File: src/rtl/core/looping_sample_voice_mixer_top_defines.svh
// Assertion macros shared by the sample player RTL.
// Every macro samples on aclk and is disabled while aresetn is low.
`ifndef LOOPING_SAMPLE_VOICE_MIXER_TOP_DEFINES_SVH
`define LOOPING_SAMPLE_VOICE_MIXER_TOP_DEFINES_SVH

// This macro checks a property that holds at every clock edge.
`define SLMX_ASSERT(label, prop, msg) \
    label: assert property (@(posedge aclk) disable iff (!aresetn) (prop)) else $error(msg);

// This macro checks that the consequent holds in the cycle after the antecedent.
`define SLMX_ASSERT_NEXT(label, ante, cons, msg) \
    label: assert property (@(posedge aclk) disable iff (!aresetn) (ante) |=> (cons)) \
        else $error(msg);

`endif

File: src/rtl/core/slmx_pkg.sv
// Shared types and constants for the looping sample voice mixer.
// This package has no dependencies and is used by every RTL file in the block.
package slmx_pkg;

    localparam int DATA_W    = 16;
    localparam int LEN_W     = 17;
    localparam int SLOT_FW   = 6;
    localparam int ADDR_FW   = 16;
    localparam int ALU_W     = 18;
    localparam int MASK_FW   = 2;
    localparam int S_TDATA_W = 80;
    localparam int S_TUSER_W = 2;
    localparam int M_TDATA_W = 24;

    typedef enum logic [1:0] {
        CMD_WRITE   = 2'd0,
        CMD_LOAD    = 2'd1,
        CMD_TRIGGER = 2'd2,
        CMD_TICK    = 2'd3
    } cmd_t;

    typedef enum logic {
        ALU_ADD = 1'b0,
        ALU_SUB = 1'b1
    } alu_op_t;

    typedef enum logic [3:0] {
        S_IDLE,
        S_LOAD,
        S_TRIG_RD,
        S_TRIG,
        S_WRITE,
        S_VOICE,
        S_VDESC,
        S_RED,
        S_VREAD,
        S_VACC,
        S_VCMP,
        S_DONE
    } state_t;

    typedef struct packed {
        logic               valid;
        logic               loop_en;
        logic [ADDR_FW-1:0] start;
        logic [LEN_W-1:0]   length;
        logic [ADDR_FW-1:0] loop_pt;
    } desc_t;

    typedef struct packed {
        alu_op_t          op;
        logic [ALU_W-1:0] a;
        logic [ALU_W-1:0] b;
    } alu_req_t;

    typedef struct packed {
        logic [ALU_W-1:0] res;
        logic             ge;
    } alu_rsp_t;

endpackage

File: src/rtl/core/slmx_desc_ram.sv
// Descriptor table with one write port, one registered read port and per-slot valid bits.
// Depends on slmx_pkg for the descriptor struct.
module slmx_desc_ram #(
    parameter int SLOTS  = 64,
    parameter int SLOT_W = 6
) (
    input  logic                aclk,
    input  logic                aresetn,
    input  logic                wr_en,
    input  logic [SLOT_W-1:0]   wr_idx,
    input  slmx_pkg::desc_t     wr_data,
    input  logic                rd_en,
    input  logic [SLOT_W-1:0]   rd_idx,
    output slmx_pkg::desc_t     rd_data
);

    slmx_pkg::desc_t mem [SLOTS];
    logic [SLOTS-1:0] written_reg;
    logic             hit_reg;
    slmx_pkg::desc_t  rd_q_reg;

    always_ff @(posedge aclk) begin
        if (wr_en) begin
            mem[wr_idx] <= wr_data;
        end
        if (rd_en) begin
            rd_q_reg <= mem[rd_idx];
        end
    end

    always_ff @(posedge aclk) begin
        if (!aresetn) begin
            written_reg <= '0;
            hit_reg     <= 1'b0;
        end else begin
            if (wr_en) begin
                written_reg[wr_idx] <= 1'b1;
            end
            if (rd_en) begin
                hit_reg <= written_reg[rd_idx];
            end
        end
    end

    // A slot that was never loaded reads as an all-zero, invalid descriptor.
    assign rd_data = hit_reg ? rd_q_reg : '0;

endmodule

File: config.mk
export PLATFORM = sky130hd
export DESIGN_NAME = slmx_desc_ram
export DESIGN_NICKNAME = d
export VERILOG_FILES = /design/src/rtl/core/looping_sample_voice_mixer_top_defines.svh /design/src/rtl/core/slmx_pkg.sv /design/src/rtl/core/slmx_desc_ram.sv
export SDC_FILE = /design/constraint.sdc
export NUM_CORES = 2
export LEC_CHECK = 0
export ABC_AREA = 1
export BUFFER_PORTS_ARGS = -buffer_cell sky130_fd_sc_hd__buf_2
export CAP_MARGIN = 20
export CORE_ASPECT_RATIO = 1.1
export CORE_UTILIZATION = 45
export DETAILED_ROUTE_END_ITERATION = 7
export GPL_TIMING_DRIVEN = 1
export SLEW_MARGIN = 20
export SYNTH_ARGS = -nofsm -noshare
export SYNTH_HDL_FRONTEND = slang
export SYNTH_SLANG_ARGS = --single-unit
File: constraint.sdc
create_clock -name aclk -period 3.9 [get_ports aclk]
set_input_delay 0.78 -clock aclk [delete_from_list [all_inputs] [get_ports aclk]]
set_output_delay 0.78 -clock aclk [all_outputs]
set_load 0.005 [all_outputs]
==> impl_results.md <==
- Worst skew pair latency: about 0.94 ns
- Dpl cells: between 10000 and 15000
- CP startpoint: hit_reg
- Antenna viol nets, final: 0
- Die Y: 571 microns
- Pwr per Cell Area: around 500 nW/um^2
- IO Count: around 120
- CP top delay family: flip-flops
- Hold Path Class: in -> reg
- Seq/Total Area, Yosys: between 70% and 80%
- CTS Buffer Depth: 4
- Clk sinks: around 3400
- Mapped Cells: 10400
- Worst Skew: 0.0531 ns
- Rows: 208
- CTS clk-pin slew, worst paths: approximately 0.060 ns
- Fmax: between 300 and 400 MHz
- Post-DR wirelength/cell: slightly below 30 microns
- Hold Vio Cnt, Final: 0
- Gpl congestion: 0.833
- Critical Path AT: ~2.5 ns
- Port Buffers: 117
- Final Max Slew Viols: 0
- Crit Reg-Reg Startpoint: mem[29][1]
- Vias: 89400
- Critical path cell sequence: nand2_1, inv_1, buf_2
- Crit end category: output port
- Worst setup path end: rd_data[10]
- Place WS: ~0.65 ns
- Register-to-Register Setup Slack: approximately 2.1 ns
- First-pass GRT wire length: approximately 600000 microns
- Worst relative slew slack: around a quarter
- Die Span X: 520 microns
- Vias in the first global route: roughly 84000
- Initial antenna violation count: 30
- RSZ-0062 raised after global routing: false
- Remaining DRCs: 0
- Leakage: approximately 50 nW
- TritonCTS Buffers: between 300 and 400
- Final WS setup: 0.607 ns
- Area after DPL: 140000 sq um
- Pre-antenna DRT Iters: 8
- Sum of buffers and inverters on the critical path: 2
- Post-Syn Area: ~130000 sq um
- Synth Register Bits: 3380
- Post-CTS setup buffers: 0
- Reg-to-Reg End: rd_q_reg[1]
- H-tree lvl count: 5
- Most common cell after layout, fill and taps aside: edfxtp_1
- Setup crit start kind: flop
- Period utilization: 84.4%
- Total grt overflow: 0
- Req. time, crit path: 3.12 ns
- Syn Area/Cell: around 13 sq um
- Commonest non-fill, non-tap cells in the layout: edfxtp_1 (3315), nor2_1 (1682), o21ai_0 (1582)
- DRT Wirelength: around 420000 microns
- Layout cells sized above 1: a little under a tenth
- Root Buffer Master: clkbuf_16
- Final setup vio count: 0
- # fillers: ~24000
- Largest net degree at the start of global routing: approximately 150
- Measured slew at the worst slew-check pin: about 1.1 ns
- Syn Nets: 10500
- Max reg flops: between 3000 and 4000
- CTS Hold Bufs: 0
- Status: finished, final reports clean
- Critical path's slowest cell: dfxtp_4
- All-layer global routing usage: approximately 28%
- Iter 0 DRT Violations: roughly 11000
- Fin nets: ~11000
- Starting Density: around 45%
- Number of gates resized after CTS: 0
- Ys Warns: 0
- Period minus WS final: ~3.3 ns
- Area growth, synth to finish: 13.9%
- Crit-path max FO: 31
- WP depth: 3
- Reg2Reg Depth: 8
- Design area: roughly 150000 sq um
- Distinct cell type count after synthesis: 19
- DR vias/cell: 6.10
- Max cap viols: 0
- Core area: 293000 sq um
- Setup CP Type: reg -> out
- HPWL Detailed: around 220000 microns
- TritonCTS clock tree: done
- Die area: around 300000 sq um
- Peak supply drop: between 300 and 400 uV
- Post-route insts no fill: 14700
- CP max stage delay: just over 0.7 ns
cells in the mapped netlist:
cell type | instances | area (sq um)
a21oi_1 | 45 | 225
buf_1 | 63 | 236
buf_2 | 193 | 966
buf_4 | 16 | 120
buf_6 | 5 | 56.3
clkbuf_1 | 460 | 1730
clkinv_1 | 2 | 7.51
clkinv_2 | 1 | 5.00
dfxtp_1 | 65 | 1300
edfxtp_1 | 3315 | 99500
inv_1 | 129 | 484
inv_2 | 2 | 7.51
nand2_1 | 1296 | 4860
nand3_1 | 734 | 3670
nor2_1 | 1746 | 6550
nor3_1 | 14 | 70.1
o21ai_0 | 1582 | 7920
o21ai_1 | 5 | 25.0
o22ai_1 | 771 | 4820
per-stage QoR:
| stage | hold WS, ns | util, % | setup TNS [ns] | power, mW |
|---|---|---|---|---|
| after floorplan | 0.440 | - | -23.69 | 43.4 |
| after global placement | 0.449 | 47.8 | 0 | 45.4 |
| after detailed placement | 0.458 | 47.8 | 0 | 45.5 |
| after CTS | 0.423 | 51.6 | 0 | 77.9 |
| after global routing | 0.283 | 51.6 | 0 | 79.7 |
| final | 0.279 | 51.6 | 0 | 77.7 |
worst min-delay path by stage:
stage | startpoint | to | depth (start not counted)
2_1_floorplan | written_reg[11] | written_reg[11] | 2
3_3_place_gp | written_reg[27] | written_reg[27] | 2
3_5_place_dp | written_reg[43] | written_reg[43] | 2
4_1_cts | rd_en | rd_q_reg[14] | 1
5_1_grt | wr_data[43] | mem[39][43] | 1
6_report | wr_data[43] | mem[39][43] | 1
metal layers:
layer	GRT usage [%]	vias to the layer above	share of wire (%)
met5	0	-	0.028
met4	10.9	18	4.1
met3	4.84	872	9.5
met2	45.7	4945	48
met1	37.3	45300	39
li1	-	38300	-
cell type report:
| class | instances | area (sq um) | area share [%] |
|---|---|---|---|
| Inverter | 134 | 548 | 0.363 |
| Sequential cell | 3380 | 101000 | 66.8 |
| Timing Repair Buffer | 456 | 5050 | 3.34 |
| Clock inverter | 189 | 2020 | 1.34 |
| Clock buffer | 411 | 8970 | 5.94 |
| Multi-Input combinational cell | 6193 | 28600 | 19.0 |
| Tap cell | 3885 | 4860 | 3.22 |
| Antenna cell | 17 | 42.5 | 0.0282 |
logic make-up (layout without fill, tap and decap cells):
group | count (synthesis) | in the layout | synth area share, %
AND/OR/NAND/NOR | 3790 | 3790 | 11.4
other | 0 | 17 | 0
buffers and inverters | 871 | 1190 | 2.72
flip-flops | 3380 | 3380 | 76.0
AO/OA/AOI/OAI | 2403 | 2403 | 9.80
worst reg2reg max path, delay by kind of cell, from the launching register on:
| kind | cells | cell delay [ns] |
|---|---|---|
| AO/OA/AOI/OAI | 2 | 0.69 |
| flip-flops | 1 | 0.36 |
| AND/OR/NAND/NOR | 6 | 0.51 |
power by group:
part           leakage (nW)  switching (mW)  internal [mW]  total (mW)
logic                  14.2            3.31           1.17        4.48
clock network          5.37            13.7           19.2        32.9
registers              30.4           0.159           40.2        40.3
total                  50.0            17.2           60.5        77.7
Note: power is estimated with default switching activity, not from simulation.
