[src/rtl/core/looping_sample_voice_mixer_top_defines.svh]
// Assertion macros shared by the sample player RTL.
// Every macro samples on aclk and is disabled while aresetn is low.
`ifndef LOOPING_SAMPLE_VOICE_MIXER_TOP_DEFINES_SVH
`define LOOPING_SAMPLE_VOICE_MIXER_TOP_DEFINES_SVH

// This macro checks a property that holds at every clock edge.
`define SLMX_ASSERT(label, prop, msg) \
    label: assert property (@(posedge aclk) disable iff (!aresetn) (prop)) else $error(msg);

// This macro checks that the consequent holds in the cycle after the antecedent.
`define SLMX_ASSERT_NEXT(label, ante, cons, msg) \
    label: assert property (@(posedge aclk) disable iff (!aresetn) (ante) |=> (cons)) \
        else $error(msg);

`endif

[src/rtl/core/slmx_pkg.sv]
// Shared types and constants for the looping sample voice mixer.
// This package has no dependencies and is used by every RTL file in the block.
package slmx_pkg;

    localparam int DATA_W    = 16;
    localparam int LEN_W     = 17;
    localparam int SLOT_FW   = 6;
    localparam int ADDR_FW   = 16;
    localparam int ALU_W     = 18;
    localparam int MASK_FW   = 2;
    localparam int S_TDATA_W = 80;
    localparam int S_TUSER_W = 2;
    localparam int M_TDATA_W = 24;

    typedef enum logic [1:0] {
        CMD_WRITE   = 2'd0,
        CMD_LOAD    = 2'd1,
        CMD_TRIGGER = 2'd2,
        CMD_TICK    = 2'd3
    } cmd_t;

    typedef enum logic {
        ALU_ADD = 1'b0,
        ALU_SUB = 1'b1
    } alu_op_t;

    typedef enum logic [3:0] {
        S_IDLE,
        S_LOAD,
        S_TRIG_RD,
        S_TRIG,
        S_WRITE,
        S_VOICE,
        S_VDESC,
        S_RED,
        S_VREAD,
        S_VACC,
        S_VCMP,
        S_DONE
    } state_t;

    typedef struct packed {
        logic               valid;
        logic               loop_en;
        logic [ADDR_FW-1:0] start;
        logic [LEN_W-1:0]   length;
        logic [ADDR_FW-1:0] loop_pt;
    } desc_t;

    typedef struct packed {
        alu_op_t          op;
        logic [ALU_W-1:0] a;
        logic [ALU_W-1:0] b;
    } alu_req_t;

    typedef struct packed {
        logic [ALU_W-1:0] res;
        logic             ge;
    } alu_rsp_t;

endpackage

[src/rtl/core/slmx_alu.sv]
// Shared adder and subtractor of the sample player sequencer.
// Depends on slmx_pkg for the request and response structs.
module slmx_alu (
    input  slmx_pkg::alu_req_t req,
    output slmx_pkg::alu_rsp_t rsp
);

    logic [slmx_pkg::ALU_W:0] full;

    always_comb begin
        if (req.op == slmx_pkg::ALU_SUB) begin
            full = {1'b0, req.a} - {1'b0, req.b};
        end else begin
            full = {1'b0, req.a} + {1'b0, req.b};
        end
        rsp.res = full[slmx_pkg::ALU_W-1:0];
        rsp.ge  = ~full[slmx_pkg::ALU_W];
    end

endmodule

[config.mk]
export PLATFORM = sky130hd
export DESIGN_NAME = slmx_alu
export DESIGN_NICKNAME = d
export VERILOG_FILES = /design/src/rtl/core/looping_sample_voice_mixer_top_defines.svh /design/src/rtl/core/slmx_pkg.sv /design/src/rtl/core/slmx_alu.sv
export SDC_FILE = /design/constraint.sdc
export NUM_CORES = 1
export LEC_CHECK = 0
export ABC_AREA = 1
export CAP_MARGIN = 20
export CORE_ASPECT_RATIO = 1.75
export CORE_MARGIN = 2
export CORE_UTILIZATION = 70
export DETAILED_ROUTE_END_ITERATION = 10
export DONT_BUFFER_PORTS = 1
export PLACE_DENSITY = 0.91
export SETUP_SLACK_MARGIN = 0.15
export SKIP_LAST_GASP = 1
export SYNTH_ARGS = -nofsm -noshare
export SYNTH_HDL_FRONTEND = slang
export SYNTH_SLANG_ARGS = --single-unit
[constraint.sdc]
create_clock -name vclk -period 5.8
set_input_delay 0.58 -clock vclk [all_inputs]
set_output_delay 0.58 -clock vclk [all_outputs]
set_load 0.02 [all_outputs]
==> metrics.sh, run 1 <==
POST_SYNTH_NUM_CELL_TYPES=24
CP_DATA_REQUIRED_TIME_NS=5.22
GLOBAL_ROUTE.USAGE.MET3=0.0362
GLOBALROUTETOTALUTIL=0.318
HOLD_PATH_CLASS='in2out'
RUN_STATUS='completed'
FINAL-SETUP-VIOL-COUNT=0
GRTUSAGEMET2=0.637
POWERDENSITY_nW_PER_UM2=144
ANTENNA_CELLS=0
DESIGN.FINAL.NETS=374
PLACE.PORT_BUFFERS=0
GRT_MOST_USED_LAYER='met2'
ANT_NETS=0
FINAL.MIN_CLOCK_PERIOD_NS=3.27
FP.DIEAREA_UM2=2740
NUMBER_OF_SLEW_LIMIT_VIOLATIONS_IN_THE_FINAL_REPORT=0
LAYOUT.SEQUENTIAL_CELLS=0
MAX-SLEW-MARGIN-REL=0.668
GRT_START_MAX_NET_PINS=16
UNREPAIRED_SETUP_ENDPOINTS_AFTER_GLOBAL_ROUTING='no'
FIRST_GLOBAL_VIAS=1638
NUMBER_OF_ANTENNA_VIOLATIONS_AT_THE_FIRST_CHECK_IN_GLOBAL_ROUTING=0
MAXCLOCKFREQUENCY_GHz=0.306
SYN-INSTANCE-COUNT=317
DETAIL_ROUTE.WIRELENGTH_MM=4.11
GR-TOTAL-OVERFLOW=0
POWER_LEAKAGE_nW=0.966
NUM-CLOCK-BUFFERS=0
CRITPATHCAPTURETYPE='output pin'
PLACED_CELLS_INCL_TAPS=340
WORST_EP_ARRIVAL_TIME_NS=2.69
WIRE_PER_INST_UM=12.1
IO_PINS=56
FP.DIEW_UM=40.4
MULTI_INPUT_COMB_AREA_UM2=1430
FINAL-SEQ-AREA_UM2=0
CTS_RESIZED=0
CTS_HOLD_BUF=0
GP_CONGESTION=0.982
CTS.REPAIR_TIMING.SETUP_BUFFER_COUNT=0
FILL_CELLS=225
CRIT_PATH_MAX_FANOUT=5
START_UTIL=0.725
DP_HPWL_MM=3.66
GLOBAL_ROUTE_WIRE_LENGTH_BEFORE_REPAIR_MM=6.36
FIRST_PASS_ITERS=5
TIMING.MAX_CAP.VIOLATIONS=0
CRIT_TYPE='in2out'
LAYOUT-AREA-OVERHEAD-VS-SYNTH_PCT=1.31
FINAL.PERIOD_UTILIZATION=0.564
IRDROPWORSTVDD_mV=0.135
TIMING_WORST_SLEW_PIN_VALUE_NS=0.496
ROWS=23
CORE-AREA_UM2=2240
NETLIST_AREA_UM2=1630
SYNTHESIS.NETS=374
DETAIL_ROUTE.DRC_VIOLATIONS=0
WARNINGS_FROM_YOSYS=0
AVGSYNTHCELLAREA_UM2=5.13
FINALHOLDVIOLCOUNT=0
ROUTE.DETAILED.VIAS_PER_INST=5.49
SYNTH.YOSYS.SEQ_AREA_SHARE=0
DRT_ITER0_MARKERS=49
DRIVE_ABOVE_1_SHARE=0.0413
STARTPOINT_TYPE='primary input'
TNS_NS=0
ROUTE.VIAS.TOTAL=1866
LAYOUT.CELLS.NON_FILLER=340
GRT.MET1_USAGE=0.327
DIE_H_UM=67.8
-- power breakdown --
group | switching [mW] | leakage (nW) | internal (mW)
Combinational | 0.168 | 0.966 | 0.0697
Clock | 0 | 0 | 0
Sequential | 0 | 0 | 0
Total | 0.168 | 0.966 | 0.0697
-- per-layer routing --
metal | vias up | part of all wire
met5 | - | 0
met4 | 0 | 0.012
met3 | 4 | 0.055
met2 | 57 | 0.56
met1 | 812 | 0.38
li1 | 993 | -
-- layout make-up --
type | instances | area share
well taps | 25 | 0.0190
inverters | 51 | 0.116
multi-input cells | 264 | 0.865
-- cell usage in the layout, fill, tap and decap left out, drive strengths merged --
master / netlist / final
nand2: 116 / 116
inv: 51 / 51
nor2: 42 / 42
nand3: 25 / 25
a21oi: 19 / 19
ha: 19 / 19
xor2: 18 / 18
o21ai: 11 / 11
xnor2: 4 / 4
nor3: 3 / 3
nand4: 2 / 2
and2: 2 / 2
nand3b: 1 / 1
o211ai: 1 / 1
fa: 1 / 1
-- cells in the mapped netlist, types with 2 or more instances --
master	n	area (um^2)
xor2_1	18	158
xnor2_1	4	35.0
o21ai_1	2	10.0
inv_1	51	191
nor2_1	36	135
nor2_2	5	31.3
nand2_1	115	432
buf_2	2	10.0
a21oi_1	19	95.1
nand3_2	4	40.0
nand4_1	2	12.5
ha_1	19	238
o21ai_0	8	40.0
nor3_1	2	10.0
nand3_1	21	105
-- kinds of logic (layout without fill, tap and decap cells) --
| kind of cell | count (synthesis) | count (layout) | synth area share |
|---|---|---|---|
| adder cells (fa/ha/maj) | 20 | 20 | 0.158 |
| XOR/XNOR | 22 | 22 | 0.118 |
| buffers and inverters | 53 | 51 | 0.124 |
| AND/OR/NAND/NOR | 191 | 191 | 0.500 |
| AO/OA/AOI/OAI | 31 | 31 | 0.0992 |
-- through the flow --
stage / power [mW] / hold WS, ns / setup slack (ns) / instance area [um^2] / utilization
floorplan: 0.203 / 1.35 / 2.79 / 1630 / -
global placement: 0.232 / 1.38 / 2.60 / 1650 / 0.734
detailed placement: 0.236 / 1.39 / 2.53 / 1650 / 0.734
CTS: 0.237 / 1.39 / 2.52 / 1650 / 0.734
global route: 0.265 / 1.38 / 2.17 / 1650 / 0.734
finish: 0.237 / 1.38 / 2.53 / 1650 / 0.734
-- worst paths after layout --
kind  cells after the start   start       to
max                      13  req[0]  rsp[10]
min                       2  req[0]   rsp[1]
-- critical path, stage by stage --
cell and delay [ns]:
inv_1 0.09, ha_1 0.25, nand2_1 0.10, nor2_1 0.15, nor2_1 0.08, xor2_1 0.14, inv_1 0.07, ha_1 0.33
nand2_1 0.12, inv_1 0.06, a21oi_1 0.17, nand3_2 0.15, xor2_1 0.39
No activity file was read; power rests on OpenSTA's default activity.
==> inputs of run 2 (changes only) <==
--- a/config.mk
+++ b/config.mk
@@ -9,10 +9,10 @@
 export CAP_MARGIN = 20
 export CORE_ASPECT_RATIO = 1.75
 export CORE_MARGIN = 2
-export CORE_UTILIZATION = 70
+export CORE_UTILIZATION = 69
 export DETAILED_ROUTE_END_ITERATION = 10
 export DONT_BUFFER_PORTS = 1
-export PLACE_DENSITY = 0.91
+export PLACE_DENSITY = 0.9
 export SETUP_SLACK_MARGIN = 0.15
 export SKIP_LAST_GASP = 1
 export SYNTH_ARGS = -nofsm -noshare
==> constraint.sdc (replaced) <==
create_clock -name vclk -period 3.4
set_input_delay 0.34 -clock vclk [all_inputs]
set_output_delay 0.34 -clock vclk [all_outputs]
set_load 0.02 [all_outputs]
==> metrics.sh, run 2 (synthesis gave the netlist of run 1 again) <==
RUN_STATUS='completed'  # unchanged
FINAL-SETUP-VIOL-COUNT=0  # unchanged
WORST_HOLD_PATH.NUM_CELLS=2  # unchanged
FINISH.UTILIZATION=0.725  # was 0.734
CTS_RESIZED=0  # unchanged
ANTENNA_CELLS=0  # unchanged
HOLD_PATH_CLASS='in2out'  # unchanged
GR-TOTAL-OVERFLOW=0  # unchanged
FILL_CELLS=222  # was 225
TIMING.MAX_CAP.VIOLATIONS=0  # unchanged
CTS_HOLD_BUF=0  # unchanged
DRIVE_ABOVE_1_SHARE=0.0413  # unchanged
IRDROPWORSTVDD_mV=0.216  # was 0.135 mV
NUMBER_OF_SLEW_LIMIT_VIOLATIONS_IN_THE_FINAL_REPORT=0  # unchanged
TIMING_WORST_SLEW_PIN_VALUE_NS=0.488  # was 0.496 ns
FP.DIEAREA_UM2=2780  # was 2740 um^2
FIRST_GLOBAL_VIAS=1705  # was 1638
MOSTFREQUENTLAYOUTCELL='nand2_1'  # unchanged
NUMBER_OF_ANTENNA_VIOLATIONS_AT_THE_FIRST_CHECK_IN_GLOBAL_ROUTING=0  # unchanged
CRITICAL_PATH_STARTPOINT='req[1]'  # was req[0]
DIE_H_UM=68.2  # was 67.8 um
GLOBALROUTETOTALUTIL=0.314  # was 0.318
FP.DIEW_UM=40.7  # was 40.4 um
GLOBAL_ROUTE_WIRE_LENGTH_BEFORE_REPAIR_MM=6.37  # was 6.36 mm
ROWS=23  # unchanged
DETAIL_ROUTE.WIRELENGTH_MM=4.13  # was 4.11 mm
LAYOUT.SEQUENTIAL_CELLS=0  # unchanged
IO_PINS=56  # unchanged
CTS.REPAIR_TIMING.SETUP_BUFFER_COUNT=0  # unchanged
MIN_DELAY_WORST_ENDPOINT='rsp[1]'  # unchanged
WORST_EP_ARRIVAL_TIME_NS=2.46  # was 2.69 ns
WIRE_PER_INST_UM=12.1  # about the same
PLACE.PORT_BUFFERS=0  # unchanged
HOLD_START='req[0]'  # unchanged
START_UTIL=0.715  # was 0.725
LAYOUT.CELLS.NON_FILLER=340  # unchanged
FINAL.PERIOD_UTILIZATION=0.823
MAX-SLEW-MARGIN-REL=0.673  # was 0.668
MOSTFREQUENTLAYOUTCELLS='nand2_1, inv_1, nor2_1'  # unchanged
CRIT_PATH_MAX_FANOUT=5  # unchanged
DP_HPWL_MM=3.66  # about the same
CRITPATHCAPTURETYPE='output pin'  # unchanged
FINAL.MIN_CLOCK_PERIOD_NS=2.80
ROUTE.VIAS.TOTAL=1914  # was 1866
ANT_NETS=0  # unchanged
GRT_START_MAX_NET_PINS=16  # unchanged
CP_DATA_REQUIRED_TIME_NS=3.06  # was 5.22 ns
FINAL-SEQ-AREA_UM2=0  # unchanged
CORE-AREA_UM2=2270  # was 2240 um^2
POWERDENSITY_nW_PER_UM2=247  # was 144 nW/um^2
SUM_OF_INTERNAL_SWITCHING_AND_LEAKAGE_POWER_uW=407  # was 237 uW
DRT_ITER0_MARKERS=64  # was 49
TNS_NS=0  # unchanged
FINALHOLDVIOLCOUNT=0  # unchanged
MAXCLOCKFREQUENCY_GHz=0.358
POWER_LEAKAGE_nW=0.966  # unchanged
DETAIL_ROUTE.DRC_VIOLATIONS=0  # unchanged
GP_CONGESTION=0.978  # was 0.982
UNREPAIRED_SETUP_ENDPOINTS_AFTER_GLOBAL_ROUTING='no'  # unchanged
FIRST_PASS_ITERS=4  # was 5
NUM-CLOCK-BUFFERS=0  # unchanged
CRIT_TYPE='in2out'  # unchanged
LAYOUT-AREA-OVERHEAD-VS-SYNTH_PCT=1.31  # unchanged
PLACED_CELLS_INCL_TAPS=340  # unchanged
ROUTE.DETAILED.VIAS_PER_INST=5.63  # was 5.49
DESIGN.FINAL.NETS=374  # unchanged
STARTPOINT_TYPE='primary input'  # unchanged
## run 2: cell counts in the layout (fill, tap and decap cells not counted)
Identical to the previous run, type by type.
## run 2: through the flow
stage / instance area [um^2] / setup WS, ns / hold WS [ns]
global route: 1650 / 0.292 / 0.919
global placement: 1650 / 0.648 / 0.906
CTS: 1650 / 0.610 / 0.915
finish: 1650 / 0.603 / 0.907
floorplan: 1630 / 0.870 / 0.871
detailed placement: 1650 / 0.624 / 0.916
## run 2: layer usage
metal	part of all wire	global-route usage	vias to the layer above
met5	0	0	-
met4	0.021	0.0500	0
met3	0.067	0.0487	8
met2	0.56	0.661	67
met1	0.35	0.281	850
li1	-	-	989
## run 2: where the power goes
part	switching, mW	internal, mW
registers	0	0
logic	0.289	0.119
clock network	0	0
total	0.289	0.119
## run 2: worst max path at each step
stage,to,slack (ns),cells past startpoint
after CTS,rsp[10],0.61,13
after global routing,rsp[18],0.29,16
after floorplan,rsp[10],0.87,13
final,rsp[10],0.60,13
after global placement,rsp[10],0.65,13
after detailed placement,rsp[10],0.62,13
## run 2: area by class of cell
cell class	instances	area, um^2	area share
Inverter	51	191	0.116
Multi-Input combinational cell	264	1430	0.865
Tap cell	25	31.3	0.0190
## run 2: worst max-delay path, cell delays in order
cell     delay (ns)
inv_1          0.09
ha_1           0.27
nand2_1        0.10
nor2_1         0.15
nor2_1         0.08
xor2_1         0.12
inv_1          0.07
ha_1           0.32
nand2_1        0.13
inv_1          0.07
a21oi_1        0.17
nand3_2        0.15
xor2_1         0.40
==> inputs of run 3 (changes only) <==
==> constraint.sdc (replaced) <==
create_clock -name vclk -period 2.59
set_input_delay 0.259 -clock vclk [all_inputs]
set_output_delay 0.259 -clock vclk [all_outputs]
set_load 0.02 [all_outputs]
==> metrics.sh, run 3 <==
RUN_STATUS='stopped before the end'  # was completed
FLOW.STOPPED_AT='5_1_grt'
FLOW.FIRST_ERROR='[ERROR GRT-0232] Routing congestion too high. Check the congestion heatmap in the GUI.'
TIMING.WORST_ENDPOINT.KIND='top-level output'
GLOBALROUTETOTALUTIL=0.726
FP.DIEW_UM=40.7  # unchanged
SYN-INSTANCE-COUNT=317  # unchanged
AVGSYNTHCELLAREA_UM2=5.13  # unchanged
TOP_AREA_CELLS_IN_THE_SYNTHESIZED_NETLIST='nand2_1, ha_1, inv_1'  # unchanged
ROWS=23  # unchanged
POST_SYNTH_NUM_CELL_TYPES=24  # unchanged
IO_PINS=56  # unchanged
NETLIST_AREA_UM2=1630  # unchanged
DP_HPWL_MM=3.68  # was 3.66 mm
CTS_HOLD_BUF=0  # unchanged
SYNTHDOMINANTCELLAREASHARE=0.265  # unchanged
SYNTHESIS.NETS=374  # unchanged
GP_CONGESTION=0.996  # was 0.978
SYNTH.YOSYS.SEQ_AREA_SHARE=0  # unchanged
SYNTH_TOP_AREA_CELL='nand2_1'  # unchanged
START_UTIL=0.715  # unchanged
GR-TOTAL-OVERFLOW=23
SYNTH.CELLS.MOST_FREQUENT='nand2_1, inv_1, nor2_1, nand3_1'  # unchanged
TIMING.GRT.REPAIR.WORST_ENDPOINT='rsp[11]'
PLACE.PORT_BUFFERS=0  # unchanged
DIE_H_UM=68.2  # unchanged
YOSYSMOSTFREQUENTCELL='nand2_1'  # unchanged
GRT_START_MAX_NET_PINS=16
WARNINGS_FROM_YOSYS=0  # unchanged
-- run 3: cell counts after synthesis --
Identical to the previous run, type by type.
-- run 3: repair_timing --
item | 4_1_cts
gates resized for setup | 10
pin swaps | 4
buffers inserted | 0
endpoints found under the setup margin | 8
-- run 3: cells by family after synthesis --
group                      count (synthesis)  synth area share
AOI/OAI and AO/OA                         31            0.0992
xor gates and xnor gates                  22             0.118
adders and majority gates                 20             0.158
and+or+nand+nor                          191             0.500
buffers and inverters                     53             0.124
-- run 3: metrics by stage --
stage	area (um^2)	setup slack, ns	hold slack (ns)	cells
after global placement	1700	0.0885	0.744	347
after detailed placement	1700	0.0145	0.749	347
after floorplan	1630	0.222	0.709	317
after CTS	1750	0.162	0.748	347
-- run 3: layer usage --
layer,GRT overflow,track usage
met5,0,0.200
met4,11,0.808
met3,5,0.594
met2,6,0.897
met1,1,0.640
==> inputs of run 4 (changes only) <==
--- a/config.mk
+++ b/config.mk
@@ -7,13 +7,11 @@
 export LEC_CHECK = 0
 export ABC_AREA = 1
 export CAP_MARGIN = 20
-export CORE_ASPECT_RATIO = 1.75
 export CORE_MARGIN = 2
-export CORE_UTILIZATION = 69
+export CORE_UTILIZATION = 40
 export DETAILED_ROUTE_END_ITERATION = 10
 export DONT_BUFFER_PORTS = 1
-export PLACE_DENSITY = 0.9
-export SETUP_SLACK_MARGIN = 0.15
+export PLACE_DENSITY_LB_ADDON = 0.15
 export SKIP_LAST_GASP = 1
 export SYNTH_ARGS = -nofsm -noshare
 export SYNTH_HDL_FRONTEND = slang
==> metrics.sh, run 4 (synthesis gave the netlist of run 1 again) <==
IO_PINS=56  # unchanged
WORST_HOLD_PATH.NUM_CELLS=2
FIRST_GLOBAL_VIAS=1654
WIRE_PER_INST_UM=11.9
DETAIL_ROUTE.DRC_VIOLATIONS=0
HOLD_PATH_CLASS='in2out'
NUMBER_OF_ANTENNA_VIOLATIONS_AT_THE_FIRST_CHECK_IN_GLOBAL_ROUTING=0
DETAIL_ROUTE.WIRELENGTH_MM=4.44
PLACE.PORT_BUFFERS=0  # unchanged
MAXCLOCKFREQUENCY_GHz=0.410
ANT_NETS=0
DRIVE_ABOVE_1_SHARE=0.139
FP.DIEAREA_UM2=4590
DESIGN_AREA_UM2=1870
POWERDENSITY_nW_PER_UM2=330
ROUTE.DETAILED.VIAS_PER_INST=4.91
CRITICAL_PATH_STARTPOINT='req[0]'
CORE-AREA_UM2=3940
FINAL.PERIOD_UTILIZATION=0.941
LAYOUT.SEQUENTIAL_CELLS=0
MOSTFREQUENTLAYOUTCELL='nand2_1'
FINALHOLDVIOLCOUNT=0
PRE_CTS_SLACK_NS=0.0298  # was 0.0145 ns
CRIT_PATH_MAX_FANOUT=4
NUMBER_OF_SLEW_LIMIT_VIOLATIONS_IN_THE_FINAL_REPORT=0
FIRST_PASS_ITERS=4
UNREPAIRED_SETUP_ENDPOINTS_AFTER_GLOBAL_ROUTING='yes'
TIMING.MAX_CAP.VIOLATIONS=0
MOSTFREQUENTLAYOUTCELLS='nand2_1, inv_1, nor2_1'
POWER_LEAKAGE_nW=1.00
START_UTIL=0.413  # was 0.715
MAX-SLEW-MARGIN-REL=0.707
SETUP.WORST_PATH.END='rsp[18]'
LAYOUT-AREA-OVERHEAD-VS-SYNTH_PCT=14.7
POSTLAYOUTSETUPSLACKWORST_NS=0.152
DESIGN.FINAL.NETS=383
ANTENNA_CELLS=0
ROWS=23  # unchanged
FINAL.MIN_CLOCK_PERIOD_NS=2.44
GLOBAL_ROUTE_WIRE_LENGTH_BEFORE_REPAIR_MM=7.25
GRT_START_MAX_NET_PINS=16
PLACED_AREA_UM2=1750  # was 1700 um^2
GR-TOTAL-OVERFLOW=0
CRITPATHCAPTURETYPE='output pin'
CRIT_TYPE='in2out'
DIE_H_UM=67.8  # was 68.2 um
GLOBALROUTETOTALUTIL=0.197
FINAL-SEQ-AREA_UM2=0
HOLD_START='req[0]'
CTS_HOLD_BUF=0  # unchanged
DP_HPWL_MM=3.90  # was 3.68 mm
STARTPOINT_TYPE='primary input'
NUM-CLOCK-BUFFERS=0
IRDROPWORSTVDD_mV=0.0942
ROUTE.VIAS.TOTAL=1836
RUN_STATUS='completed'  # was stopped before the end
DRT_ITER0_MARKERS=93
GP_CONGESTION=0.868  # was 0.996
FINAL-SETUP-VIOL-COUNT=0
TIMING_WORST_SLEW_PIN_VALUE_NS=0.435
CP_DATA_REQUIRED_TIME_NS=2.33
FP.DIEW_UM=67.8  # was 40.7 um
WORST_EP_ARRIVAL_TIME_NS=2.18
## run 4: timing repair
item,CTS,global route
buffers inserted,0,0
resized for setup,0,28
endpoints found under the setup margin,0,10
## run 4: per-stage QoR
step                      hold WS, ns  TNS (ns)  std cells  power [mW]  utilization
after floorplan                 0.709         0        317       0.454            -
after global placement          0.740         0        374       0.580        0.443
after detailed placement        0.734         0        374       0.581        0.443
after CTS                       0.735         0        374       0.583        0.443
after global routing            0.742   -0.0291        374       0.686        0.473
final                           0.729         0        374       0.615        0.473
## run 4: layout make-up
| cell class | instances | area, um^2 |
|---|---|---|
| Fill cell | 455 | 2080 |
| Inverter | 51 | 199 |
| Multi-Input combinational cell | 264 | 1540 |
| Tap cell | 50 | 62.6 |
| Timing Repair Buffer | 9 | 67.6 |
## run 4: per-layer routing
| layer | share of wire | global-route usage | up-vias |
|---|---|---|---|
| li1 | - | - | 1001 |
| met1 | 0.48 | 0.267 | 793 |
| met2 | 0.46 | 0.346 | 40 |
| met3 | 0.062 | 0.0267 | 2 |
| met4 | 0.0047 | 0.0100 | 0 |
| met5 | 0 | 0 | - |
## run 4: worst min path at each step
stage	slack [ns]	end
after detailed placement	0.73	rsp[1]
after floorplan	0.71	rsp[1]
final	0.73	rsp[1]
after global routing	0.74	rsp[1]
after global placement	0.74	rsp[1]
after CTS	0.73	rsp[1]
## run 4: where the power goes
group | switching (mW) | internal [mW]
sequential | 0 | 0
clock | 0 | 0
combinational | 0.397 | 0.218
total | 0.397 | 0.218
## run 4: worst max-delay path, cell delays in order
cell and delay [ns]:
clkinvlp_4 0.11, ha_4 0.19, nand2_1 0.09, nand2_1 0.08, xnor2_1 0.16, inv_1 0.07
ha_1 0.33, a21oi_1 0.24, nand2_1 0.11, nand2_1 0.08, nand3_2 0.12, nand2_1 0.11
nand3_1 0.08, nand2_2 0.13
